`config.mk`:
```
export PLATFORM = sky130hd
export DESIGN_NAME = triangle_edge_split
export DESIGN_NICKNAME = d
export VERILOG_FILES = /design/src/hw/rtl/tes_pkg.sv /design/src/hw/rtl/tes_front.sv /design/src/hw/rtl/tes_queue.sv /design/src/hw/rtl/tes_back.sv /design/src/hw/rtl/triangle_edge_split.sv
export VERILOG_INCLUDE_DIRS = /design/src /design/src/hw/rtl
export SDC_FILE = /design/constraint.sdc
export NUM_CORES = 1
export LEC_CHECK = 0
export BUFFER_PORTS_ARGS = -buffer_cell sky130_fd_sc_hd__buf_2
export CAP_MARGIN = 20
export CELL_PAD_IN_SITES_DETAIL_PLACEMENT = 0
export CELL_PAD_IN_SITES_GLOBAL_PLACEMENT = 1
export CORE_UTILIZATION = 33
export DETAILED_ROUTE_END_ITERATION = 10
export GPL_TIMING_DRIVEN = 0
export PLACE_DENSITY = 0.64
export SYNTH_ARGS = -nofsm -noshare
export SYNTH_HDL_FRONTEND = slang
export SYNTH_SLANG_ARGS = --single-unit
```
`constraint.sdc`:
```
create_clock -name clock -period 12.4 [get_ports clock]
set_input_delay 1.86 -clock clock [delete_from_list [all_inputs] [get_ports clock]]
set_output_delay 1.86 -clock clock [all_outputs]
set_load 0.01 [all_outputs]
```
`src/hw/rtl/triangle_edge_split_defines.svh`:
```
//------------------------------------------------------------------------------
// Triangle edge split assertion macros
// Shared concurrent assertion forms for the triangle edge split modules.
//------------------------------------------------------------------------------
`ifndef TRIANGLE_EDGE_SPLIT_DEFINES_SVH
`define TRIANGLE_EDGE_SPLIT_DEFINES_SVH

// Same-cycle implication, disabled during reset.
`define TES_ASSERT_NOW(label, clk, rst, ante, cons) \
   label: assert property (@(posedge clk) disable iff (rst) (ante) |-> (cons)) \
      else $error("tes assertion failed: same-cycle rule");

// Next-cycle implication, disabled during reset.
`define TES_ASSERT_NEXT(label, clk, rst, ante, cons) \
   label: assert property (@(posedge clk) disable iff (rst) (ante) |=> (cons)) \
      else $error("tes assertion failed: next-cycle rule");

`endif

```
`src/hw/rtl/tes_pkg.sv`:
```
//------------------------------------------------------------------------------
// Triangle edge split package
// Shared item types, job record, split mode codes and constants.
//------------------------------------------------------------------------------
package tes_pkg;

   // Width of the vertex index fields on the ports.
   localparam int VERT_BITS = 32;
   // Significant index bits; indexes are taken modulo 2^INDEX_BITS.
   localparam int INDEX_BITS = 32;
   localparam int MASK_BITS = (INDEX_BITS < VERT_BITS) ? INDEX_BITS : VERT_BITS;
   localparam logic [VERT_BITS-1:0] VERT_MASK = {VERT_BITS{1'b1}} >> (VERT_BITS - MASK_BITS);

   // Jobs held between the front and back parts.
   localparam int QUEUE_DEPTH = 2;
   localparam int QPTR_BITS = (QUEUE_DEPTH > 1) ? $clog2(QUEUE_DEPTH) : 1;
   localparam int QCNT_BITS = $clog2(QUEUE_DEPTH + 1);

   typedef logic [VERT_BITS-1:0] vert_type;

   typedef struct packed {
      vert_type corner_0;
      vert_type corner_1;
      vert_type corner_2;
      vert_type mid_01;
      vert_type mid_12;
      vert_type mid_20;
      logic     has_mid_01;
      logic     has_mid_12;
      logic     has_mid_20;
   } req_item_type;

   typedef struct packed {
      vert_type tri_vert_a;
      vert_type tri_vert_b;
      vert_type tri_vert_c;
      logic     replaces_original;
      logic     last_of_run;
   } rsp_item_type;

   // Encoding equals the index of the last triangle emitted for the mode.
   typedef enum logic [1:0] {
      SPLIT_NONE = 2'd0,
      SPLIT_ONE  = 2'd1,
      SPLIT_TWO  = 2'd2,
      SPLIT_ALL  = 2'd3
   } split_mode_type;

   // Edge rotation codes: which original edge lands on rotated edge 0.
   typedef enum logic [1:0] {
      ROT_EDGE_01 = 2'd0,
      ROT_EDGE_12 = 2'd1,
      ROT_EDGE_20 = 2'd2
   } rot_type;

   // Rotated triangle: corner k and mid k follow the original winding.
   typedef struct packed {
      vert_type       c0;
      vert_type       c1;
      vert_type       c2;
      vert_type       m0;
      vert_type       m1;
      vert_type       m2;
      split_mode_type mode;
   } job_type;

   function automatic logic [1:0] last_step(input split_mode_type mode);
      return logic'(1'b0) ? 2'd0 : mode;
   endfunction

endpackage

```
`src/hw/rtl/tes_front.sv`:
```
//------------------------------------------------------------------------------
// Triangle edge split front
// Accepts triangles, counts split edges and rotates them into a job record.
//------------------------------------------------------------------------------
module tes_front (
   input  logic                  clock,
   input  logic                  reset,
   input  logic                  req_push,
   output logic                  req_full,
   input  tes_pkg::req_item_type req_item,
   output logic                  q_push,
   input  logic                  q_full,
   output tes_pkg::job_type      q_job
);

   logic                  stage_valid_ff, stage_valid_in;
   tes_pkg::job_type      job_ff, job_in;
   logic                  take;
   logic [1:0]            n_split;
   tes_pkg::split_mode_type mode;
   tes_pkg::rot_type      rot;

   assign q_push   = stage_valid_ff && !q_full;
   assign req_full = stage_valid_ff && q_full;
   assign take     = req_push && !req_full;
   assign q_job    = job_ff;

   // Classify by number of split edges.
   always_comb begin
      n_split = 2'({1'b0, req_item.has_mid_01} + {1'b0, req_item.has_mid_12}
                   + {1'b0, req_item.has_mid_20});
      mode = tes_pkg::split_mode_type'(n_split);
      rot  = tes_pkg::ROT_EDGE_01;
      case (mode)
         tes_pkg::SPLIT_ONE: begin
            // rotate the single split edge to edge 0
            if (req_item.has_mid_01)      rot = tes_pkg::ROT_EDGE_01;
            else if (req_item.has_mid_12) rot = tes_pkg::ROT_EDGE_12;
            else                          rot = tes_pkg::ROT_EDGE_20;
         end
         tes_pkg::SPLIT_TWO: begin
            // rotate the unsplit edge to edge 0
            if (!req_item.has_mid_01)      rot = tes_pkg::ROT_EDGE_01;
            else if (!req_item.has_mid_12) rot = tes_pkg::ROT_EDGE_12;
            else                           rot = tes_pkg::ROT_EDGE_20;
         end
         default: rot = tes_pkg::ROT_EDGE_01;
      endcase
   end

   always_comb begin
      job_in.mode = mode;
      case (rot)
         tes_pkg::ROT_EDGE_12: begin
            job_in.c0 = req_item.corner_1;
            job_in.c1 = req_item.corner_2;
            job_in.c2 = req_item.corner_0;
            job_in.m0 = req_item.mid_12;
            job_in.m1 = req_item.mid_20;
            job_in.m2 = req_item.mid_01;
         end
         tes_pkg::ROT_EDGE_20: begin
            job_in.c0 = req_item.corner_2;
            job_in.c1 = req_item.corner_0;
            job_in.c2 = req_item.corner_1;
            job_in.m0 = req_item.mid_20;
            job_in.m1 = req_item.mid_01;
            job_in.m2 = req_item.mid_12;
         end
         default: begin
            job_in.c0 = req_item.corner_0;
            job_in.c1 = req_item.corner_1;
            job_in.c2 = req_item.corner_2;
            job_in.m0 = req_item.mid_01;
            job_in.m1 = req_item.mid_12;
            job_in.m2 = req_item.mid_20;
         end
      endcase
   end

   always_comb begin
      stage_valid_in = stage_valid_ff;
      if (take) begin
         stage_valid_in = 1'b1;
      end else if (q_push) begin
         stage_valid_in = 1'b0;
      end
   end

   always_ff @(posedge clock) begin
      if (reset) begin
         stage_valid_ff <= 1'b0;
      end else begin
         stage_valid_ff <= stage_valid_in;
      end
   end

   always_ff @(posedge clock) begin
      if (take) begin
         job_ff <= job_in;
      end
   end

endmodule

```
`src/hw/rtl/tes_queue.sv`:
```
//------------------------------------------------------------------------------
// Triangle edge split job queue
// Short first-in first-out queue of jobs between the front and back parts.
//------------------------------------------------------------------------------
`include "triangle_edge_split_defines.svh"

module tes_queue (
   input  logic             clock,
   input  logic             reset,
   input  logic             push,
   output logic             full,
   input  tes_pkg::job_type push_job,
   input  logic             pop,
   output logic             empty,
   output tes_pkg::job_type pop_job
);

   tes_pkg::job_type                 entry_ff [tes_pkg::QUEUE_DEPTH];
   logic [tes_pkg::QPTR_BITS-1:0]    wr_ptr_ff, wr_ptr_in;
   logic [tes_pkg::QPTR_BITS-1:0]    rd_ptr_ff, rd_ptr_in;
   logic [tes_pkg::QCNT_BITS-1:0]    count_ff, count_in;
   logic                             do_push, do_pop;

   assign full    = (count_ff == tes_pkg::QCNT_BITS'(tes_pkg::QUEUE_DEPTH));
   assign empty   = (count_ff == '0);
   assign do_push = push && !full;
   assign do_pop  = pop && !empty;
   assign pop_job = entry_ff[rd_ptr_ff];

   function automatic logic [tes_pkg::QPTR_BITS-1:0] next_ptr(
         input logic [tes_pkg::QPTR_BITS-1:0] ptr);
      if (ptr == tes_pkg::QPTR_BITS'(tes_pkg::QUEUE_DEPTH - 1)) begin
         return '0;
      end
      return ptr + 1'b1;
   endfunction

   always_comb begin
      wr_ptr_in = do_push ? next_ptr(wr_ptr_ff) : wr_ptr_ff;
      rd_ptr_in = do_pop ? next_ptr(rd_ptr_ff) : rd_ptr_ff;
      count_in  = count_ff;
      if (do_push && !do_pop) begin
         count_in = count_ff + 1'b1;
      end else if (do_pop && !do_push) begin
         count_in = count_ff - 1'b1;
      end
   end

   always_ff @(posedge clock) begin
      if (reset) begin
         wr_ptr_ff <= '0;
         rd_ptr_ff <= '0;
         count_ff  <= '0;
      end else begin
         wr_ptr_ff <= wr_ptr_in;
         rd_ptr_ff <= rd_ptr_in;
         count_ff  <= count_in;
      end
   end

   always_ff @(posedge clock) begin
      if (do_push) begin
         entry_ff[wr_ptr_ff] <= push_job;
      end
   end

   `TES_ASSERT_NOW(a_count_in_range, clock, reset, 1'b1,
      count_ff <= tes_pkg::QCNT_BITS'(tes_pkg::QUEUE_DEPTH))
   `TES_ASSERT_NOW(a_no_push_when_full, clock, reset, full, !push)
   `TES_ASSERT_NEXT(a_push_fills, clock, reset, do_push && !do_pop, !empty)

endmodule

```
`src/hw/rtl/tes_back.sv`:
```
//------------------------------------------------------------------------------
// Triangle edge split back
// Steps through the triangles of each job into the result register.
//------------------------------------------------------------------------------
`include "triangle_edge_split_defines.svh"

module tes_back (
   input  logic                  clock,
   input  logic                  reset,
   input  logic                  q_empty,
   input  tes_pkg::job_type      q_job,
   output logic                  q_pop,
   output logic                  rsp_empty,
   input  logic                  rsp_pop,
   output tes_pkg::rsp_item_type rsp_item
);

   logic                  out_valid_ff, out_valid_in;
   tes_pkg::rsp_item_type out_ff, out_in;
   logic [1:0]            step_ff, step_in;
   logic                  advance, is_last;
   tes_pkg::vert_type     va, vb, vc;

   assign rsp_empty = !out_valid_ff;
   assign rsp_item  = out_ff;
   assign advance   = !q_empty && (!out_valid_ff || rsp_pop);
   assign is_last   = (step_ff == tes_pkg::last_step(q_job.mode));
   assign q_pop     = advance && is_last;

   // Triangle for the current step of the rotated job.
   always_comb begin
      va = q_job.c0;
      vb = q_job.c1;
      vc = q_job.c2;
      case (q_job.mode)
         tes_pkg::SPLIT_ONE: begin
            case (step_ff)
               2'd0:    begin va = q_job.c0; vb = q_job.m0; vc = q_job.c2; end
               default: begin va = q_job.m0; vb = q_job.c1; vc = q_job.c2; end
            endcase
         end
         tes_pkg::SPLIT_TWO: begin
            case (step_ff)
               2'd0:    begin va = q_job.c1; vb = q_job.m1; vc = q_job.c0; end
               2'd1:    begin va = q_job.m1; vb = q_job.c2; vc = q_job.m2; end
               default: begin va = q_job.m2; vb = q_job.c0; vc = q_job.m1; end
            endcase
         end
         tes_pkg::SPLIT_ALL: begin
            case (step_ff)
               2'd0:    begin va = q_job.c0; vb = q_job.m0; vc = q_job.m2; end
               2'd1:    begin va = q_job.m0; vb = q_job.c1; vc = q_job.m1; end
               2'd2:    begin va = q_job.m1; vb = q_job.c2; vc = q_job.m2; end
               default: begin va = q_job.m0; vb = q_job.m1; vc = q_job.m2; end
            endcase
         end
         default: begin
            va = q_job.c0;
            vb = q_job.c1;
            vc = q_job.c2;
         end
      endcase
   end

   always_comb begin
      out_in.tri_vert_a        = va & tes_pkg::VERT_MASK;
      out_in.tri_vert_b        = vb & tes_pkg::VERT_MASK;
      out_in.tri_vert_c        = vc & tes_pkg::VERT_MASK;
      out_in.replaces_original = (step_ff == 2'd0);
      out_in.last_of_run       = is_last;
   end

   always_comb begin
      out_valid_in = out_valid_ff;
      step_in      = step_ff;
      if (advance) begin
         out_valid_in = 1'b1;
         step_in      = is_last ? 2'd0 : step_ff + 2'd1;
      end else if (rsp_pop) begin
         out_valid_in = 1'b0;
      end
   end

   always_ff @(posedge clock) begin
      if (reset) begin
         out_valid_ff <= 1'b0;
         step_ff      <= 2'd0;
      end else begin
         out_valid_ff <= out_valid_in;
         step_ff      <= step_in;
      end
   end

   always_ff @(posedge clock) begin
      if (advance) begin
         out_ff <= out_in;
      end
   end

   `TES_ASSERT_NOW(a_step_within_job, clock, reset, !q_empty,
      step_ff <= tes_pkg::last_step(q_job.mode))
   `TES_ASSERT_NOW(a_job_held_mid_run, clock, reset, step_ff != 2'd0, !q_empty)
   `TES_ASSERT_NEXT(a_pop_marks_last, clock, reset, q_pop,
      out_valid_ff && out_ff.last_of_run)

endmodule

```
`src/hw/rtl/triangle_edge_split.sv`:
```
// A taken item passes the front stage, the job queue and the result register before its
// first triangle is on rsp_item. One triangle per cycle while the result side pops; an
// item yields 1 to 4 triangles, so a fully split face yields 4, all through the back part's single result register.
// Reset: synchronous, active high; clears the front stage, job queue and result valid.
// No clearing pass: the block takes items in the first cycle after reset.
//------------------------------------------------------------------------------
// Triangle edge split
// One red/green refinement step: replaces a triangle by its split triangles.
//------------------------------------------------------------------------------
module triangle_edge_split (
   input  logic                  clock,
   input  logic                  reset,
   // input items: one triangle with optional edge midpoints
   input  logic                  req_push,
   output logic                  req_full,
   input  tes_pkg::req_item_type req_item,
   // result items: one emitted triangle each
   output logic                  rsp_empty,
   input  logic                  rsp_pop,
   output tes_pkg::rsp_item_type rsp_item
);

   // Front to queue: classified and rotated job.
   logic             fq_push;
   logic             fq_full;
   tes_pkg::job_type fq_job;

   // Queue to back: oldest job waiting for its triangles.
   logic             qb_empty;
   logic             qb_pop;
   tes_pkg::job_type qb_job;

   // Front: hold one item in its stage, count split edges and rotate the
   // triangle so the back part works from a fixed edge order. Advance the
   // stage into the queue whenever the queue has room.
   tes_front u_front (
      .clock    (clock),
      .reset    (reset),
      .req_push (req_push),
      .req_full (req_full),
      .req_item (req_item),
      .q_push   (fq_push),
      .q_full   (fq_full),
      .q_job    (fq_job)
   );

   // Queue: decouple the front from the back so a stalled result side does
   // not stop the front from taking the next item until the queue is full.
   tes_queue u_queue (
      .clock    (clock),
      .reset    (reset),
      .push     (fq_push),
      .full     (fq_full),
      .push_job (fq_job),
      .pop      (qb_pop),
      .empty    (qb_empty),
      .pop_job  (qb_job)
   );

   // Back: emit one triangle per cycle into the result register while it is free or
   // being popped; drop the job from the queue on its last triangle.
   tes_back u_back (
      .clock     (clock),
      .reset     (reset),
      .q_empty   (qb_empty),
      .q_job     (qb_job),
      .q_pop     (qb_pop),
      .rsp_empty (rsp_empty),
      .rsp_pop   (rsp_pop),
      .rsp_item  (rsp_item)
   );

endmodule

```
==> results of run 1 <==
[layout make-up]
type / count / area (sq um)
fillers: 9215 / 58500
repair buffers: 327 / 2095
clock buffers: 85 / 1957
diodes: 7 / 17.52
multi-input cells: 1646 / 10920
inverters: 16 / 62.56
flip-flops and latches: 689 / 20600
plain buffers: 225 / 1052
well taps: 1276 / 1597
clock inverters: 48 / 485.5
[worst max-delay path: stages]
cell and delay (ns):
buf_2 0.11, fa_1 0.60, ha_1 0.19, or3b_2 0.44
a21o_1 0.23, ha_1 0.57, clkbuf_1 0.77, clkbuf_1 0.72
clkbuf_1 0.72, nand2_1 0.10, o21ai_0 0.23
[final timing paths]
| path | end | slack, ns | cells after the start |
|---|---|---|---|
| max | u_front.q_job[126] | 6.22 | 11 |
| min | u_queue.entry_ff[1][108] | 0.44 | 0 |
| min reg2reg | u_queue.entry_ff[1][108] | 0.44 | 0 |
| max reg2reg | u_back.rsp_item[91] | 8.18 | 7 |
[power by group]
part	switching [mW]	total, mW	internal (mW)
combinational	2.80	3.94	1.14
clock	0.941	2.25	1.31
sequential	0.137	3.28	3.14
[sequential cells by signal (all words and copies together), names as in the netlist, named ones only]
name / cells
u_back.out_valid_ff: 1
u_queue.wr_ptr_ff: 1
u_queue.entry_ff: 388
u_front.stage_valid_ff: 1
u_back.rsp_item: 98
u_back.step_ff: 2
u_front.q_job: 194
u_queue.count_ff: 2
u_queue.rd_ptr_ff: 1
[per-layer routing]
layer / GRT usage, % / share of wire (%) / vias to the layer above
met2: 48.18 / 46 / 1633
met1: 41.71 / 42 / 13220
met4: 13.09 / 4.6 / 0
li1: - / - / 10920
met3: 4.709 / 7.8 / 275
met5: 0 / 0 / -
[cells in the final DEF, fill, tap and decap left out, types with 26 or more instances in the layout]
master and n:
edfxtp_1 680, buf_2 331, a22oi_1 272, nand2_1 271, o21ai_0 236, clkbuf_1 149, mux2_2 137, nor2_1 127
a21oi_1 127, mux2i_1 86, clkbuf_16 77, a221oi_1 39, o32a_1 38, o22ai_1 34, a31oi_1 32, nand3_1 29
o211ai_1 28, a22o_1 26
[kinds of logic after synthesis]
logic type,after synthesis
adder cells (fa/ha/maj),10
flip-flops,689
XOR/XNOR,6
AND/OR/NAND/NOR,488
AO/OA/AOI/OAI,892
multiplexers,250
buffers and inverters,241
[through the flow]
stage | setup slack (ns) | setup TNS [ns] | area, sq um | util, %
after floorplan | 1.399 | 0 | 32610 | -
after global placement | -4.176 | -1269.21 | 35690 | 36.69
after detailed placement | 5.553 | 0 | 36310 | 37.33
after CTS | 6.237 | 0 | 38760 | 39.84
after global routing | 6.108 | 0 | 38760 | 39.85
final | 6.218 | 0 | 38780 | 39.87
==> results.json, run 1 <==
{
  "cp.required_ns": 12.79,
  "cts_resized": 0,
  "hold_viol": 0,
  "slew_headroom_pct": 10.64,
  "synth_top_family_by_area": "compound AO/OA/AOI/OAI gates",
  "tightestPinTransition_ns": 1.340,
  "dieArea_sq_mm": 0.1001,
  "num_rows": 114,
  "postSynthCellCount": 2576,
  "synth_fa_ha_area_share_pct": 0.4067,
  "first_pass_iters": 7,
  "route.detailed.drc": 0,
  "synth_edf_count": 680,
  "initial_utilization_pct": 33.52,
  "grt_max_degree": 63,
  "syn_area_per_cell_sq_um": 12.66,
  "core_sq_mm": 0.09728,
  "wl_per_cell_um": 35.82,
  "grt_usage_pct": 30.53,
  "post_cts_buffers": 0,
  "outcome": "complete, no violations",
  "placed_cells": 4178,
  "period_needed_ns": 6.182,
  "fp.dieH_um": 316.3,
  "synth.most_common_cell": "edfxtp_1",
  "synth_top_cell_by_area": "edfxtp_1",
  "die_x_um": 316.3,
  "synthFlopType": "edfxtp_1",
  "detail-route-antenna-nets": 0,
  "synth_xor_area_share_pct": 0.1612,
  "endpoint_kind": "flop",
  "syn_area_sq_mm": 0.03261,
  "p_total_mw": 9.470,
  "synth-simple-area-share_pct": 6.147,
  "grt_first_pass_wirelength_um": 207000,
  "cts.sinks": 689,
  "ys_warn_count": 0,
  "cts_buffers": 75,
  "finalSetupViolations": 0,
  "drv_slew": 0,
  "hold_path.class": "flop to flop",
  "synthMuxAreaShare_pct": 8.599,
  "gr-total-overflow": 0,
  "hold_ws_ns": 0.4370,
  "drt_wl_total_um": 154700,
  "ctsHoldBuffers": 0,
  "fin_crit_sh_pct": 49.86,
  "clk_latency_ns": 0.66,
  "hpwl_um": 118500,
  "cp.arrival_ns": 6.57,
  "clockRootBuffer": "clkbuf_16",
  "vias": 26050,
  "synth-async-reset-ratio_pct": 0,
  "synth_seq_area_share_pct": 63.17,
  "r2r_start": "u_back.step_ff[0]",
  "portBuffers": 297,
  "syn_nets": 2785,
  "grt_pass1_vias": 25330,
  "ys_ff_latch": 689,
  "synthTopCellsByCount": "edfxtp_1 (680), a22oi_1 (272), nand2_1 (271)",
  "htreeDepth": 3,
  "path_max_fanout": 10,
  "io_pins": 299,
  "drv_cap": 0,
  "final_nets": 3189,
  "synth.top_cell.area_share_pct": 62.62,
  "layout-drive-gt1-share_pct": 22.40,
  "first_iter_violations": 3847,
  "ir_drop_mv": 0.1329,
  "cts_max_path_buffers": 3,
  "clkTransAtPathRegs_ns": 0.06,
  "gp_congestion": 0.9811,
  "min_from": "u_front.q_job[108]",
  "path_class": "primary input to flop",
  "startpoint": "req_item[0]",
  "clock.fmax_mhz": 161.7,
  "finalClockSkew_ns": 0.03057,
  "cts_tree": "done",
  "synth_area_leaders": "edfxtp_1 (63%), a22oi_1 (6.3%), mux2_2 (4.7%)",
  "power_leakage_nw": 13.21,
  "startpoint_type": "primary input",
  "power_density_mw_per_mm2": 244.2,
  "yosysUniqueCellTypes": 50,
  "grt_setup_unrepaired": "false",
  "synth_compound_area_share_pct": 18.10,
  "syn_to_final_growth_pct": 18.93,
  "antenna_found_initial": 5,
  "vias_per_cell": 6.032,
  "layoutNonFillerInstCount": 4319
}
Note: power is estimated with default switching activity, not from simulation.
==> run 2, diff against run 1 <==
--- a/config.mk
+++ b/config.mk
@@ -13,7 +13,7 @@
 export CORE_UTILIZATION = 33
 export DETAILED_ROUTE_END_ITERATION = 10
 export GPL_TIMING_DRIVEN = 0
-export PLACE_DENSITY = 0.64
+export PLACE_DENSITY = 0.66
 export SYNTH_ARGS = -nofsm -noshare
 export SYNTH_HDL_FRONTEND = slang
 export SYNTH_SLANG_ARGS = --single-unit
==> constraint.sdc (replaced) <==
create_clock -name clock -period 5.3 [get_ports clock]
set_input_delay 0.795 -clock clock [delete_from_list [all_inputs] [get_ports clock]]
set_output_delay 0.795 -clock clock [all_outputs]
set_load 0.01 [all_outputs]
==> run 2 against run 1 <==
  * Worst setup slack got worse by 5.9 ns
  * Flip-flop and latch count unchanged
  * Global-route usage is 3.1 points lower
  * Critical path depth stayed put
  * Largest power group unchanged
==> results.json, run 2 (synthesis results as in run 1) <==
{
  "multi_input_area_sq_mm": 0.01092,
  "p_total_mw": 21.49,
  "r2r_start": "u_back.step_ff[0]",
  "path_max_fanout": 10,
  "cts_max_path_buffers": 3,
  "gp_congestion": 1.020,
  "startpoint_type": "primary input",
  "fillers": 9464,
  "slowest_stage": "clkbuf_1",
  "ctsHoldBuffers": 0,
  "antenna_found_initial": 6,
  "endpoint_kind": "flop",
  "dpl_cell_area_sq_mm": 0.03614,
  "ff_latch_area_sq_mm": 0.02060,
  "outcome": "complete, no violations",
  "cts.sinks": 689,
  "cp_cell_sequence": "buf_2, fa_1, ha_1, or3b_2, a21o_1, ha_1, clkbuf_1, clkbuf_1, clkbuf_1, nand2_1, o21ai_0",
  "grt_usage_pct": 27.43,
  "initial_utilization_pct": 33.52,
  "cts_tree": "done",
  "finalClockSkew_ns": 0.03382,
  "largest_register_ffs": 388,
  "fp.dieH_um": 316.3,
  "cp.required_ns": 5.76,
  "grt_max_degree": 63,
  "fin_area_sq_mm": 0.03851,
  "layout-drive-gt1-share_pct": 21.56,
  "post_cts_buffers": 0,
  "clk_latency_ns": 0.65,
  "syn_to_final_growth_pct": 18.08,
  "slew_headroom_pct": 18.42,
  "grt_setup_unrepaired": "false",
  "hold_path.class": "primary input to flop",
  "first_pass_iters": 6,
  "final_cell_mix": "edfxtp_1 (680), buf_2 (331), a22oi_1 (272)",
  "wl_per_cell_um": 32.53,
  "vias_per_cell": 5.968,
  "grt_pass1_vias": 24510,
  "tightestPinTransition_ns": 1.224,
  "core_sq_mm": 0.09728,
  "slowest_delay_ns": 0.78,
  "period_needed_ns": 4.937,
  "startpoint": "req_item[0]",
  "die_x_um": 316.3,
  "cts_resized": 0,
  "dieArea_sq_mm": 0.1001,
  "ir_drop_mv": 0.2666,
  "vias": 25740,
  "clock.fmax_mhz": 202.6,
  "hpwl_um": 106100,
  "grt_first_pass_wirelength_um": 190000,
  "route.detailed.drc": 0,
  "cp.arrival_ns": 5.39,
  "power_leakage_nw": 13.07,
  "drv_cap": 0,
  "power_density_mw_per_mm2": 558.1,
  "regMostFlops": "u_queue.entry_ff",
  "final_common_cell": "edfxtp_1",
  "hold_viol": 0,
  "cts_buffers": 75,
  "min_from": "req_push",
  "io_pins": 299,
  "cp_common_cell": "clkbuf_1",
  "clockRootBuffer": "clkbuf_16",
  "portBuffers": 297,
  "fin_crit_sh_pct": 93.15,
  "htreeDepth": 3,
  "num_rows": 114,
  "detail-route-antenna-nets": 0,
  "drv_slew": 0,
  "path_class": "primary input to flop",
  "clkTransAtPathRegs_ns": 0.06,
  "gr-total-overflow": 0,
  "first_iter_violations": 3763,
  "final_nets": 3182,
  "finalSetupViolations": 0,
  "drt_wl_total_um": 140300
}
run 2: cell types whose count changed in the layout (fill, tap and decap cells not counted):
cell	change
clkbuf_1	+16
clkinv_2	-11
clkinv_1	+8
diode_2	-5
buf_8	-4
bufinv_16	-4
buf_16	-3
clkinvlp_4	-3
buf_6	+2
buf_12	-1
clkbuf_4	-1
clkinv_4	-1
run 2: worst max-delay path: cells and delay by family:
kind	cells	cell delay [ns]
fa+ha+maj	3	1.30
compound gates	2	0.35
simple gates	2	0.53
buf+inv	4	2.39
run 2: stage by stage:
stage / util, % / hold slack (ns) / TNS (ns) / instances / setup WS [ns]
2_1_floorplan: - / 0.4215 / 0 / 2576 / 1.165
3_3_place_gp: 36.71 / 0.4221 / -262.07 / 4149 / -0.6579
3_5_place_dp: 37.15 / 0.4307 / -14.21 / 4169 / -0.6571
4_1_cts: 39.54 / 0.3926 / 0 / 4307 / 0.01335
5_1_grt: 39.58 / 0.4189 / 0 / 4310 / 0.2234
6_report: 39.58 / 0.4167 / 0 / 4312 / 0.3631
run 2: report_power, final:
| group | switching [mW] | leakage (nW) | total [mW] | internal (mW) |
|---|---|---|---|---|
| Sequential | 0.334 | 6.47 | 7.69 | 7.35 |
| Combinational | 6.20 | 5.48 | 8.81 | 2.61 |
| Clock | 2.12 | 1.12 | 5.00 | 2.88 |
run 2: path summary, 6_finish.rpt:
check / end / slack [ns] / cells past startpoint
worst max-delay path: u_front.q_job[48] / 0.36 / 11
worst min-delay path: u_front.stage_valid_ff / 0.42 / 3
worst max register to register: u_back.rsp_item[70] / 1.17 / 7
worst min register to register: u_queue.entry_ff[0][152] / 0.44 / 0
run 2: final cells by class:
class                      count  share of cell area, %
antenna                        2                0.01300
buffer                       225                  2.733
clock buffer                 101                  5.238
clock inverter                37                 0.8026
inverter                      16                 0.1625
multi-input combinational   1646                  28.35
sequential                   689                  53.50
tap                         1276                  4.146
timing repair buffer         320                  5.056
run 2: metal layers:
metal | vias to the layer above | share of wire [%] | wire length [um] | global-route usage [%]
met3 | 279 | 8.9 | 12420 | 5.343
met1 | 13000 | 40 | 55890 | 36.26
met5 | - | 0 | 0 | 0
li1 | 10920 | - | - | -
met4 | 0 | 5.5 | 7662 | 13.90
met2 | 1536 | 46 | 64320 | 42.91
